**src/rtl/pit_pkg.sv**
```systemverilog
package pit_pkg;

    // command codes carried in tuser
    localparam logic [1:0] CMD_TICK  = 2'd0;
    localparam logic [1:0] CMD_WRITE = 2'd1;
    localparam logic [1:0] CMD_READ  = 2'd2;

    // register map
    localparam logic [3:0] ADDR_ENABLE      = 4'd0;
    localparam logic [3:0] ADDR_FORCE_LOAD  = 4'd1;
    localparam logic [3:0] ADDR_CH_ENABLE   = 4'd2;
    localparam logic [3:0] ADDR_SELECT      = 4'd3;
    localparam logic [3:0] ADDR_IRQ_ENABLE  = 4'd4;
    localparam logic [3:0] ADDR_FLAGS       = 4'd5;
    localparam logic [3:0] ADDR_MICRO_LOAD0 = 4'd6;
    localparam logic [3:0] ADDR_MICRO_LOAD1 = 4'd7;
    localparam logic [3:0] ADDR_CH_LOAD     = 4'd8;
    localparam logic [3:0] ADDR_CH_COUNT    = 4'd12;

    // channels reachable through the load and counter windows
    localparam int MAP_CHANNELS = 4;

    // force-load bit of micro-timer 0, micro-timer 1 is the next bit up
    localparam int FORCE_MICRO_LSB = 8;

    localparam int MICRO_BITS = 8;
    localparam int NUM_MICRO  = 2;

    // per-counter control from the register decode
    typedef struct packed {
        logic count_en;
        logic reload;
        logic load_we;
    } pit_ctrl_t;

endpackage

```
**src/rtl/pit_micro.sv**
```systemverilog
module pit_micro
    import pit_pkg::*;
(
    input  logic                  aclk,
    input  logic                  aresetn,
    input  pit_ctrl_t             ctrl,
    input  logic [MICRO_BITS-1:0] load_wdata,
    output logic                  pulse,
    output logic [MICRO_BITS-1:0] load_q
);

    logic [MICRO_BITS-1:0] load_reg,  load_next;
    logic [MICRO_BITS-1:0] count_reg, count_next;

    assign pulse  = ctrl.count_en && (count_reg == '0);
    assign load_q = load_reg;

    always_comb begin
        load_next  = load_reg;
        count_next = count_reg;
        if (ctrl.load_we) begin
            load_next = load_wdata;
        end
        priority if (ctrl.reload || pulse) begin
            count_next = load_reg;
        end else if (ctrl.count_en) begin
            count_next = count_reg - 1'b1;
        end else begin
            count_next = count_reg;
        end
    end

    always_ff @(posedge aclk) begin
        if (!aresetn) begin
            load_reg  <= '0;
            count_reg <= '0;
        end else begin
            load_reg  <= load_next;
            count_reg <= count_next;
        end
    end

endmodule

```
**src/rtl/pit_channel.sv**
```systemverilog
module pit_chan_counter
    import pit_pkg::*;
#(
    parameter int COUNT_BITS = 16
) (
    input  logic                  aclk,
    input  logic                  aresetn,
    input  pit_ctrl_t             ctrl,
    input  logic [COUNT_BITS-1:0] load_wdata,
    output logic                  wrap,
    output logic [COUNT_BITS-1:0] load_q,
    output logic [COUNT_BITS-1:0] count_q
);

    logic [COUNT_BITS-1:0] load_reg,  load_next;
    logic [COUNT_BITS-1:0] count_reg, count_next;

    assign wrap    = ctrl.count_en && (count_reg == '0);
    assign load_q  = load_reg;
    assign count_q = count_reg;

    always_comb begin
        load_next  = load_reg;
        count_next = count_reg;
        if (ctrl.load_we) begin
            load_next = load_wdata;
        end
        priority if (ctrl.reload || wrap) begin
            count_next = load_reg;
        end else if (ctrl.count_en) begin
            count_next = count_reg - 1'b1;
        end else begin
            count_next = count_reg;
        end
    end

    always_ff @(posedge aclk) begin
        if (!aresetn) begin
            load_reg  <= '0;
            count_reg <= '0;
        end else begin
            load_reg  <= load_next;
            count_reg <= count_next;
        end
    end

endmodule

```
**src/rtl/periodic_interrupt_timer_unit.sv**
```systemverilog
// periodic interrupt timer, several channels fed by two 8-bit micro-timers
//
// input stream: one transfer per operation; tuser holds the command (bus tick,
// register write, register read), tdata the register address and write data.
// result stream: exactly one transfer per input transfer, holding the read data
// (zero unless a read), the timeout flags after the operation and the irq level.
//
// path: an accepted transfer waits in the input register, then the whole state
// update and read mux run in a single pass into the result register, which
// drives m_tvalid.
// throughput: one transfer per cycle while the receiver does not stall; the
// micro-timer and channel counters update at most once per operation.
//
// if the receiver stalls, the result register holds and the input register still
// takes one more transfer; state only moves when an operation reaches the result
// register, so a stall freezes all counters.
//
// reset (aresetn low, synchronous) clears the valid and state registers: block disabled, all
// channels off and on micro-timer 0, loads, counters and flags zero; payload registers are not reset.
module periodic_interrupt_timer_unit
    import pit_pkg::*;
#(
    parameter int NUM_CHANNELS = 4,
    parameter int COUNT_BITS   = 16
) (
    input  logic        aclk,
    input  logic        aresetn,
    input  logic        s_tvalid,
    output logic        s_tready,
    input  logic [23:0] s_tdata,   // reg_addr[3:0], write_data[19:4], zero[23:20]
    input  logic [1:0]  s_tuser,   // command[1:0]
    output logic        m_tvalid,
    input  logic        m_tready,
    output logic [23:0] m_tdata    // read_data[15:0], flag_bits[19:16], irq[20], zero[23:21]
);

    // input register
    logic        in_valid_reg, in_valid_next;
    logic [1:0]  cmd_reg;
    logic [3:0]  addr_reg;
    logic [15:0] data_reg;

    // result register
    logic        out_valid_reg, out_valid_next;
    logic [15:0] rd_reg,  rd_next;
    logic [3:0]  fout_reg, fout_next;
    logic        irq_reg, irq_next;

    // global control state
    logic                    ge_reg,     ge_next;
    logic [NUM_CHANNELS-1:0] ch_en_reg,  ch_en_next;
    logic [NUM_CHANNELS-1:0] sel_reg,    sel_next;
    logic [NUM_CHANNELS-1:0] irq_en_reg, irq_en_next;
    logic [NUM_CHANNELS-1:0] flags_reg,  flags_next;

    logic fire;      // operation moves from input to result register
    logic is_tick;   // tick that actually advances the timers
    logic is_wr;
    logic ge_rise;

    logic [NUM_MICRO-1:0]    pulse;
    logic [MICRO_BITS-1:0]   micro_load_q [NUM_MICRO];
    logic [NUM_CHANNELS-1:0] wrap;
    logic [COUNT_BITS-1:0]   ch_load_q  [NUM_CHANNELS];
    logic [COUNT_BITS-1:0]   ch_count_q [NUM_CHANNELS];
    logic [31:0]             wdata_ext;
    logic [COUNT_BITS-1:0]   ch_wdata;

    pit_ctrl_t micro_ctrl [NUM_MICRO];
    pit_ctrl_t ch_ctrl    [NUM_CHANNELS];

    // handshake: the input register refills whenever its item moves on
    assign fire     = in_valid_reg && (!out_valid_reg || m_tready);
    assign s_tready = !in_valid_reg || fire;
    assign m_tvalid = out_valid_reg;
    assign m_tdata  = {3'b000, irq_reg, fout_reg, rd_reg};

    assign is_tick = fire && (cmd_reg == CMD_TICK) && ge_reg;
    assign is_wr   = fire && (cmd_reg == CMD_WRITE);
    assign ge_rise = is_wr && (addr_reg == ADDR_ENABLE) && data_reg[0] && !ge_reg;

    // write data sized to the channel count width
    assign wdata_ext = {16'h0000, data_reg};
    assign ch_wdata  = wdata_ext[COUNT_BITS-1:0];

    // micro-timers: time base for the channels
    for (genvar m = 0; m < NUM_MICRO; m++) begin : g_micro
        assign micro_ctrl[m].count_en = is_tick;
        assign micro_ctrl[m].reload   = ge_rise
            || (is_wr && (addr_reg == ADDR_FORCE_LOAD) && data_reg[FORCE_MICRO_LSB + m]);
        assign micro_ctrl[m].load_we  = is_wr
            && (addr_reg == 4'(32'(ADDR_MICRO_LOAD0) + m));

        pit_micro u_micro (
            .aclk       (aclk),
            .aresetn    (aresetn),
            .ctrl       (micro_ctrl[m]),
            .load_wdata (data_reg[MICRO_BITS-1:0]),
            .pulse      (pulse[m]),
            .load_q     (micro_load_q[m])
        );
    end

    // channels: count pulses of the selected micro-timer
    for (genvar c = 0; c < NUM_CHANNELS; c++) begin : g_chan
        localparam bit MAPPED = (c < MAP_CHANNELS);

        assign ch_ctrl[c].count_en = is_tick && ch_en_reg[c] && pulse[sel_reg[c]];
        // reload on global enable rising, force load, or channel enable rising
        assign ch_ctrl[c].reload   = (ge_rise && ch_en_reg[c])
            || (is_wr && (addr_reg == ADDR_FORCE_LOAD) && data_reg[c])
            || (is_wr && (addr_reg == ADDR_CH_ENABLE) && data_reg[c] && !ch_en_reg[c]);
        assign ch_ctrl[c].load_we  = MAPPED && is_wr
            && (addr_reg == 4'(32'(ADDR_CH_LOAD) + c));

        pit_chan_counter #(
            .COUNT_BITS (COUNT_BITS)
        ) u_channel (
            .aclk       (aclk),
            .aresetn    (aresetn),
            .ctrl       (ch_ctrl[c]),
            .load_wdata (ch_wdata),
            .wrap       (wrap[c]),
            .load_q     (ch_load_q[c]),
            .count_q    (ch_count_q[c])
        );
    end

    // global registers and flags
    always_comb begin
        ge_next     = ge_reg;
        ch_en_next  = ch_en_reg;
        sel_next    = sel_reg;
        irq_en_next = irq_en_reg;
        flags_next  = flags_reg | wrap;
        if (is_wr) begin
            unique case (addr_reg)
                ADDR_ENABLE:     ge_next     = data_reg[0];
                ADDR_CH_ENABLE:  ch_en_next  = data_reg[NUM_CHANNELS-1:0];
                ADDR_SELECT:     sel_next    = data_reg[NUM_CHANNELS-1:0];
                ADDR_IRQ_ENABLE: irq_en_next = data_reg[NUM_CHANNELS-1:0];
                ADDR_FLAGS:      flags_next  = flags_reg & ~data_reg[NUM_CHANNELS-1:0];
                default:         ;
            endcase
        end
    end

    // read mux and result
    always_comb begin
        logic [31:0] wide;
        logic [7:0]  flags8;
        wide   = '0;
        flags8 = 8'(flags_next);
        rd_next = '0;
        if (cmd_reg == CMD_READ) begin
            unique case (addr_reg)
                ADDR_ENABLE:      rd_next = {15'h0000, ge_reg};
                ADDR_CH_ENABLE:   rd_next = 16'(ch_en_reg);
                ADDR_SELECT:      rd_next = 16'(sel_reg);
                ADDR_IRQ_ENABLE:  rd_next = 16'(irq_en_reg);
                ADDR_FLAGS:       rd_next = 16'(flags_reg);
                ADDR_MICRO_LOAD0: rd_next = 16'(micro_load_q[0]);
                ADDR_MICRO_LOAD1: rd_next = 16'(micro_load_q[1]);
                default: begin
                    // channel windows, absent channels read zero
                    for (int c = 0; c < NUM_CHANNELS; c++) begin
                        if (c < MAP_CHANNELS) begin
                            if (addr_reg == 4'(32'(ADDR_CH_LOAD) + c)) begin
                                wide = 32'(ch_load_q[c]);
                            end
                            if (addr_reg == 4'(32'(ADDR_CH_COUNT) + c)) begin
                                wide = 32'(ch_count_q[c]);
                            end
                        end
                    end
                    rd_next = wide[15:0];
                end
            endcase
        end
        fout_next = flags8[3:0];
        irq_next  = |(flags_next & irq_en_next);
    end

    always_comb begin
        in_valid_next  = in_valid_reg;
        out_valid_next = out_valid_reg;
        if (s_tvalid && s_tready) begin
            in_valid_next = 1'b1;
        end else if (fire) begin
            in_valid_next = 1'b0;
        end
        if (fire) begin
            out_valid_next = 1'b1;
        end else if (m_tready) begin
            out_valid_next = 1'b0;
        end
    end

    always_ff @(posedge aclk) begin
        if (!aresetn) begin
            in_valid_reg  <= 1'b0;
            out_valid_reg <= 1'b0;
            ge_reg        <= 1'b0;
            ch_en_reg     <= '0;
            sel_reg       <= '0;
            irq_en_reg    <= '0;
            flags_reg     <= '0;
        end else begin
            in_valid_reg  <= in_valid_next;
            out_valid_reg <= out_valid_next;
            ge_reg        <= ge_next;
            ch_en_reg     <= ch_en_next;
            sel_reg       <= sel_next;
            irq_en_reg    <= irq_en_next;
            flags_reg     <= flags_next;
        end
    end

    // payload registers, no reset needed
    always_ff @(posedge aclk) begin
        if (s_tvalid && s_tready) begin
            cmd_reg  <= s_tuser;
            addr_reg <= s_tdata[3:0];
            data_reg <= s_tdata[19:4];
        end
        if (fire) begin
            rd_reg   <= rd_next;
            fout_reg <= fout_next;
            irq_reg  <= irq_next;
        end
    end

    // a held result agrees with the frozen state behind it
    a_irq_matches_state: assert property (@(posedge aclk) disable iff (!aresetn)
        out_valid_reg |-> (irq_reg == |(flags_reg & irq_en_reg)))
        else $error("irq in result disagrees with flags and enables");

    // state only moves when an operation passes through
    a_state_frozen: assert property (@(posedge aclk) disable iff (!aresetn)
        !fire |=> ($stable(flags_reg) && $stable(ch_en_reg) && $stable(ge_reg)))
        else $error("timer state changed without an operation");

    // only reads return data
    a_read_zero: assert property (@(posedge aclk) disable iff (!aresetn)
        (fire && (cmd_reg != CMD_READ)) |=> (m_tdata[15:0] == 16'h0000))
        else $error("nonzero read data on a non-read operation");

endmodule

```
**config.mk**
```make
export PLATFORM = sky130hd
export DESIGN_NAME = periodic_interrupt_timer_unit
export DESIGN_NICKNAME = d
export VERILOG_FILES = /design/src/rtl/pit_pkg.sv /design/src/rtl/pit_micro.sv /design/src/rtl/pit_channel.sv /design/src/rtl/periodic_interrupt_timer_unit.sv
export SDC_FILE = /design/constraint.sdc
export NUM_CORES = 1
export LEC_CHECK = 0
export ABC_AREA = 1
export BUFFER_PORTS_ARGS = -buffer_cell sky130_fd_sc_hd__buf_2
export CORE_MARGIN = 5
export CORE_UTILIZATION = 55
export CTS_CLUSTER_SIZE = 8
export DETAILED_ROUTE_END_ITERATION = 7
export GPL_TIMING_DRIVEN = 0
export PLACE_DENSITY_LB_ADDON = 0.1
export SYNTH_ARGS = -nofsm -noshare
export SYNTH_HDL_FRONTEND = slang
export SYNTH_SLANG_ARGS = --single-unit
```
**constraint.sdc**
```tcl
create_clock -name aclk -period 2.5 [get_ports aclk]
set_input_delay 0.375 -clock aclk [delete_from_list [all_inputs] [get_ports aclk]]
set_output_delay 0.375 -clock aclk [all_outputs]
set_load 0.02 [all_outputs]
```
==> results of run 1 <==
## area by class of cell
cell class / instances / area, µm² / area share
Multi-Input combinational cell: 1353 / 6475 / 0.4614
Sequential cell: 222 / 4875 / 0.3474
Clock buffer: 45 / 838.3 / 0.05974
Inverter: 175 / 663.1 / 0.04726
Timing Repair Buffer: 73 / 483.0 / 0.03442
Tap cell: 280 / 350.3 / 0.02497
Buffer: 67 / 347.8 / 0.02479
## per-stage QoR
| step | area [µm²] | hold slack, ps |
|---|---|---|
| 2_1_floorplan | 12310 | 402.8 |
| 3_3_place_gp | 12900 | 412.2 |
| 3_5_place_dp | 12900 | 418.5 |
| 4_1_cts | 13970 | 90.22 |
| 5_1_grt | 14030 | 110.0 |
| 6_report | 14030 | 111.2 |
## layout by cell type (no fill, tap or decap), drive strengths merged, types with 13 or more instances in the layout
cell type and instances:
a21oi 106, a31oi 13, buf 81, clkbuf 82, dfxtp 179, dlygate4sd3 22
edfxtp 43, inv 174, nand2 424, nand3 122, nand4 50, nor2 379
nor3 14, o21ai 136, xor2 37
## timing repair
item / in CTS / in global routing
hold endpoints to repair: 22 / 0
gates resized for setup: 3 / 19
buffers inserted: 0 / 3
hold buffers: 22 / 0
setup endpoints to repair: 6 / 28
pin swaps: 0 / 0
## power groups by stage
| stage | Combinational, mW | Clock (mW) | Sequential [mW] |
|---|---|---|---|
| 6_report | 0.392 | 3.80 | 3.77 |
| 5_1_grt | 0.421 | 3.98 | 3.76 |
| 4_1_cts | 0.372 | 3.82 | 3.76 |
| 3_5_place_dp | 0.343 | 0 | 3.83 |
| 3_3_place_gp | 0.341 | 0 | 3.83 |
| 2_1_floorplan | 0.199 | 0 | 3.82 |
## worst max path at each step
stage / end / start / depth (start not counted) / slack [ps]
finish: rd_reg[15] / addr_reg[3] / 10 / -9
global route: g_chan[1].u_channel.count_q[9] / addr_reg[3] / 11 / -50
CTS: rd_reg[15] / addr_reg[3] / 9 / 10
detailed placement: rd_reg[8] / addr_reg[3] / 9 / -230
global placement: rd_reg[8] / addr_reg[3] / 9 / -200
floorplan: g_chan[0].u_channel.count_q[9] / addr_reg[2] / 11 / 680
## cell families (layout without fill, tap and decap cells)
| kind of cell | count (synthesis) | after routing | share of synthesized area |
|---|---|---|---|
| flops | 222 | 222 | 0.3962 |
| compound gates | 297 | 297 | 0.1324 |
| simple gates | 999 | 999 | 0.3476 |
| other cells | 1 | 3 | 0.0003048 |
| buf+inv | 243 | 360 | 0.08145 |
| fa+ha+maj | 12 | 12 | 0.01220 |
| xor+xnor | 42 | 42 | 0.02990 |
## routing by layer
layer,share of wire,wire [µm],up-vias
li1,-,-,6153
met1,0.42,17280,5884
met2,0.45,18780,609
met3,0.091,3800,118
met4,0.041,1723,0
met5,0,0,-
## worst register-to-register path: stages, from the launching register on
cell and delay [ps]:
edfxtp_1 480, buf_4 180, nand2_1 140, inv_1 90
nand2_2 140, clkbuf_4 230, o21ai_0 150, a211oi_1 360
o2111ai_1 290, nand2_1 150, inv_1 40
==> results.toml, run 1 <==
[clocking]
cts_max_level = 1
cts_buffer_depth = 3
cts_tree = "done"
cts_buffers = 31
clock-sinks = 222
cts.clk_slew.worst_paths_ps = 50
clock_latency_ps = 550
root_buffer = "clkbuf_16"

[global_route]
gr-usage-met2 = 0.5056
first_global_vias = 11840
grtUsageMet1 = 0.4265
antenna_found_initial = 0
busiest_layer = "met2"
grt_use_total = 0.3172
gr-usage-met3 = 0.06032
grt_max_degree = 23
grt_overflow = 0
grt_pass1_wl_um = 64760

[power]
switchingPower_mw = 1.878
ir_drop_mv = 0.5589
power_frac_comb = 0.049
p_int_mw = 6.077
power.density_mw_per_mm2 = 566.9
p_leak_nw = 6.241
clock_power_share = 0.477
power_frac_seq = 0.473
p_total_mw = 7.955
swShare = 0.2360

[setup_path]
critical_path.max_fanout = 10
worst_setup_path_end_kind = "register"
cp_slowest_stage_delay_ps = 480
rr_endpoint = "rd_reg[15]"
cp.buffers_inverters = 4
r2r-start = "addr_reg[3]"
critPathRequiredTime_ps = 2800
cp-start-kind = "register"
reg2reg_depth = 10
crit_family = "compound AO/OA/AOI/OAI gates"
reg2reg_setup_slack_ps = -9
crit_slowest_cell = "edfxtp_1"
worstSetupPathType = "register to register"
path_cells = "buf_4 -> nand2_1 -> inv_1 -> nand2_2 -> clkbuf_4 -> o21ai_0 -> a211oi_1 -> o2111ai_1 -> nand2_1 -> inv_1"
arrival_ps = 2810

[timing]
setup_violations = 1
fmax_mhz = 398.6
finalHoldViolations = 0
fin_crit_ps = 2509
slew_headroom = 0.4152
rsz0062_at_grt = "true"
fin_setup_tns_ps = -8.765
worst_pin_slew_ps = 876.2
worst_clock_skew_ps = 10.23
slew_violations = 0
setup_slack_ps = -8.765
fin_crit_sh = 1.004

[min_path]
hold_start = "s_tvalid"
hold_class = "input port to register"
hold_depth = 3
worstHoldEndpoint = "in_valid_reg"

[floorplanning]
core_area_mm2 = 0.02196
start_util = 0.5603
die_w_um = 159.6
die_area_mm2 = 0.02546
io_pins = 56
fp.dieH_um = 159.6
rows = 54

[placed_design]
place_inst = 2146
place_hpwl_um = 30770
gp_congestion = 0.9870
port_buffers = 48
place_ws_ps = -231.5

[cells_and_area]
final_util = 0.6390
layout.cells.non_filler = 2215
fill_cells = 2065
layout-drive-gt1-share = 0.09406
area_growth_pct = 14.04
diodes = 0
final_nets = 1965

[detailed_routing]
drcViolationCount = 0
final_antenna_net_count = 0
vias = 12764
wire_per_inst_um = 18.77
initialDrtViolationCount = 1537
routed_via_density = 5.763
wl_um = 41580
drtPass1Iterations = 6

[yosys]
ys_ff_latch = 222
synthArstFlopShare = 0
synth_cell_types = 45
synth_edf_count = 43
post-synth-top-count-cell = "nand2_1"
yosys-top-cells-count = "nand2_1 (412), nor2_1 (358), dfxtp_1 (179)"
synth_area_per_cell_um2 = 6.775
yosys-top-cells-area = "dfxtp_1 (29%), nand2_1 (13%), nor2_1 (11%)"
synth.largest_area_cell = "dfxtp_1"
netlist_area_mm2 = 0.01230
netlist_instances = 1816
ys_warn_count = 0
yosys.area.top_type_share = 0.2912
yosysSeqAreaShare = 0.3962
ys.flop_type = "dfxtp_1"

[run]
maxCapViolCount = 0

[run_status]
violations = "setup timing"
status = "finished with violations"
(Power assumes the default switching activity.)
==> inputs of run 2 (changes only) <==
- CELL_PAD_IN_SITES_DETAIL_PLACEMENT: not set -> 1
- CELL_PAD_IN_SITES_GLOBAL_PLACEMENT: not set -> 1
- CORE_UTILIZATION: 55 -> 45
==> run 2 against run 1 <==
The flow now finishes without violations. Critical path type unchanged. Worst setup slack better by 44 ps. Cell area increased by 0.52%. First-iteration DRC count shrank 29%. Utilization down 12 points. Highest routed layer unchanged. Sequential power is essentially flat. Critical path depth did not move.
==> results.toml, run 2 (synthesis results as in run 1) <==
[detailed_routing]
wl_um = 47860
drtPass1Iterations = 5
initialDrtViolationCount = 1094
wire_per_inst_um = 21.08
routed_via_density = 5.704
drcViolationCount = 0
final_antenna_net_count = 0
vias = 12948

[min_path]
hold_start = "s_tdata[16]"
worstHoldEndpoint = "ch_wdata[12]"
hold_class = "input port to register"
hold_depth = 1

[placed_design]
port_buffers = 48
place_inst = 2207
place_ws_ps = -364.0
place_hpwl_um = 36130
gp_congestion = 0.9750

[floorplanning]
start_util = 0.4565
die_w_um = 175.4
io_pins = 56
die_area_mm2 = 0.03075
core_area_mm2 = 0.02695
fp.dieH_um = 175.4
rows = 60

[timing]
setup_violations = 0
finalHoldViolations = 0
rsz0062_at_grt = "false"
worst_pin_slew_ps = 1174
fin_crit_ps = 2465
slew_violations = 0
slew_headroom = 0.2164
setup_slack_ps = 34.85
fmax_mhz = 405.7
fin_crit_sh = 0.9861
worst_clock_skew_ps = 14.86

[cells_and_area]
layout.cells.non_filler = 2270
area_growth_pct = 14.63
layout-drive-gt1-share = 0.09694
final_util = 0.5234
layout_common_cells = "nand2_1 (406), nor2_1 (355), dfxtp_1 (179), inv_1 (163)"
final_nets = 1957
fill_cells = 3563
layout_commonest_cell = "nand2_1"
diodes = 0

[clocking]
cts_buffer_depth = 3
root_buffer = "clkbuf_16"
clock_latency_ps = 560
cts_max_level = 1
cts_tree = "done"
cts.clk_slew.worst_paths_ps = 50
clock-sinks = 222
cts_setup_buffers = 0
cts_buffers = 31

[global_route]
first_global_vias = 13232
grt_max_degree = 23
antenna_found_initial = 0
grt_use_total = 0.3044
grt_pass1_wl_um = 74220
grt_overflow = 0

[setup_path]
critical_path.max_fanout = 10
reg2reg_depth = 10
worst_setup_path_end_kind = "register"
arrival_ps = 2890
rr_endpoint = "rd_reg[12]"
crit_slowest_cell = "edfxtp_1"
cp_slowest_stage_delay_ps = 500
critPathRequiredTime_ps = 2930
path_cells = "inv_1 -> nand2_2 -> nor2_2 -> buf_2 -> nand2_1 -> o21ai_0 -> o22ai_2 -> o2111ai_1 -> o211ai_1 -> inv_1"
r2r-start = "addr_reg[2]"
reg2reg_setup_slack_ps = 30
worstSetupPathType = "register to register"
cp-start-kind = "register"
crit_path_frequent_cell = "inv_1"

[power]
ir_drop_mv = 0.4391
power.density_mw_per_mm2 = 567.7
p_total_mw = 8.008
p_leak_nw = 6.225

[run_status]
status = "completed"

[run]
maxCapViolCount = 0
## run 2: layout make-up
cell class | count | area, µm² | share of cell area
clock buffers | 47 | 835.8 | 0.05926
well taps | 341 | 426.7 | 0.03025
inverters | 175 | 664.4 | 0.04710
plain buffers | 67 | 354.1 | 0.02510
flip-flops and latches | 222 | 4875 | 0.3456
repair buffers | 65 | 410.4 | 0.02910
multi-input cells | 1353 | 6539 | 0.4636
## run 2: through the flow
stage | area, µm² | hold slack (ps) | TNS [ps]
floorplan | 12310 | 402.8 | 0
global placement | 12980 | 414.9 | -1118
detailed placement | 12980 | 445.2 | -1287
CTS | 14000 | 0.3732 | -9.050
global route | 14100 | 3.916 | 0
finish | 14100 | 14.16 | 0
## run 2: timing repair
| action | 4_1_cts | 5_1_grt |
|---|---|---|
| cloned | 0 | 0 |
| gates resized for setup | 10 | 28 |
| pin swaps | 0 | 2 |
| hold endpoints to repair | 16 | 1 |
| endpoints found under the setup margin | 8 | 45 |
| hold buffers | 16 | 1 |
## run 2: how the worst max path moves through the flow
| stage | start | slack [ps] | depth (start not counted) | end |
|---|---|---|---|---|
| after floorplan | addr_reg[2] | 680 | 11 | g_chan[0].u_channel.count_q[9] |
| after global placement | addr_reg[3] | -350 | 9 | rd_reg[8] |
| after detailed placement | addr_reg[3] | -360 | 9 | rd_reg[8] |
| after CTS | addr_reg[3] | -9 | 9 | rd_reg[8] |
| after global routing | addr_reg[2] | 8 | 10 | rd_reg[14] |
| final | addr_reg[2] | 30 | 10 | rd_reg[12] |
## run 2: power by group
part	total, mW	internal, mW	switching [mW]
logic	0.401	0.111	0.291
registers	3.77	3.70	0.0697
clock network	3.84	2.24	1.59
total	8.01	6.05	1.95
## run 2: critical path, delay by kind of cell (launching register included)
family | cells | cell delay, ps
DFF | 1 | 500
buffers and inverters | 3 | 510
and+or+nand+nor | 3 | 520
AOI/OAI and AO/OA | 4 | 800
## run 2: metal layers
| layer | GRT usage | wire (µm) |
|---|---|---|
| met5 | 0 | 0 |
| met4 | 0.09885 | 1734 |
| met3 | 0.03874 | 2838 |
| met2 | 0.5166 | 22370 |
| met1 | 0.4038 | 20910 |
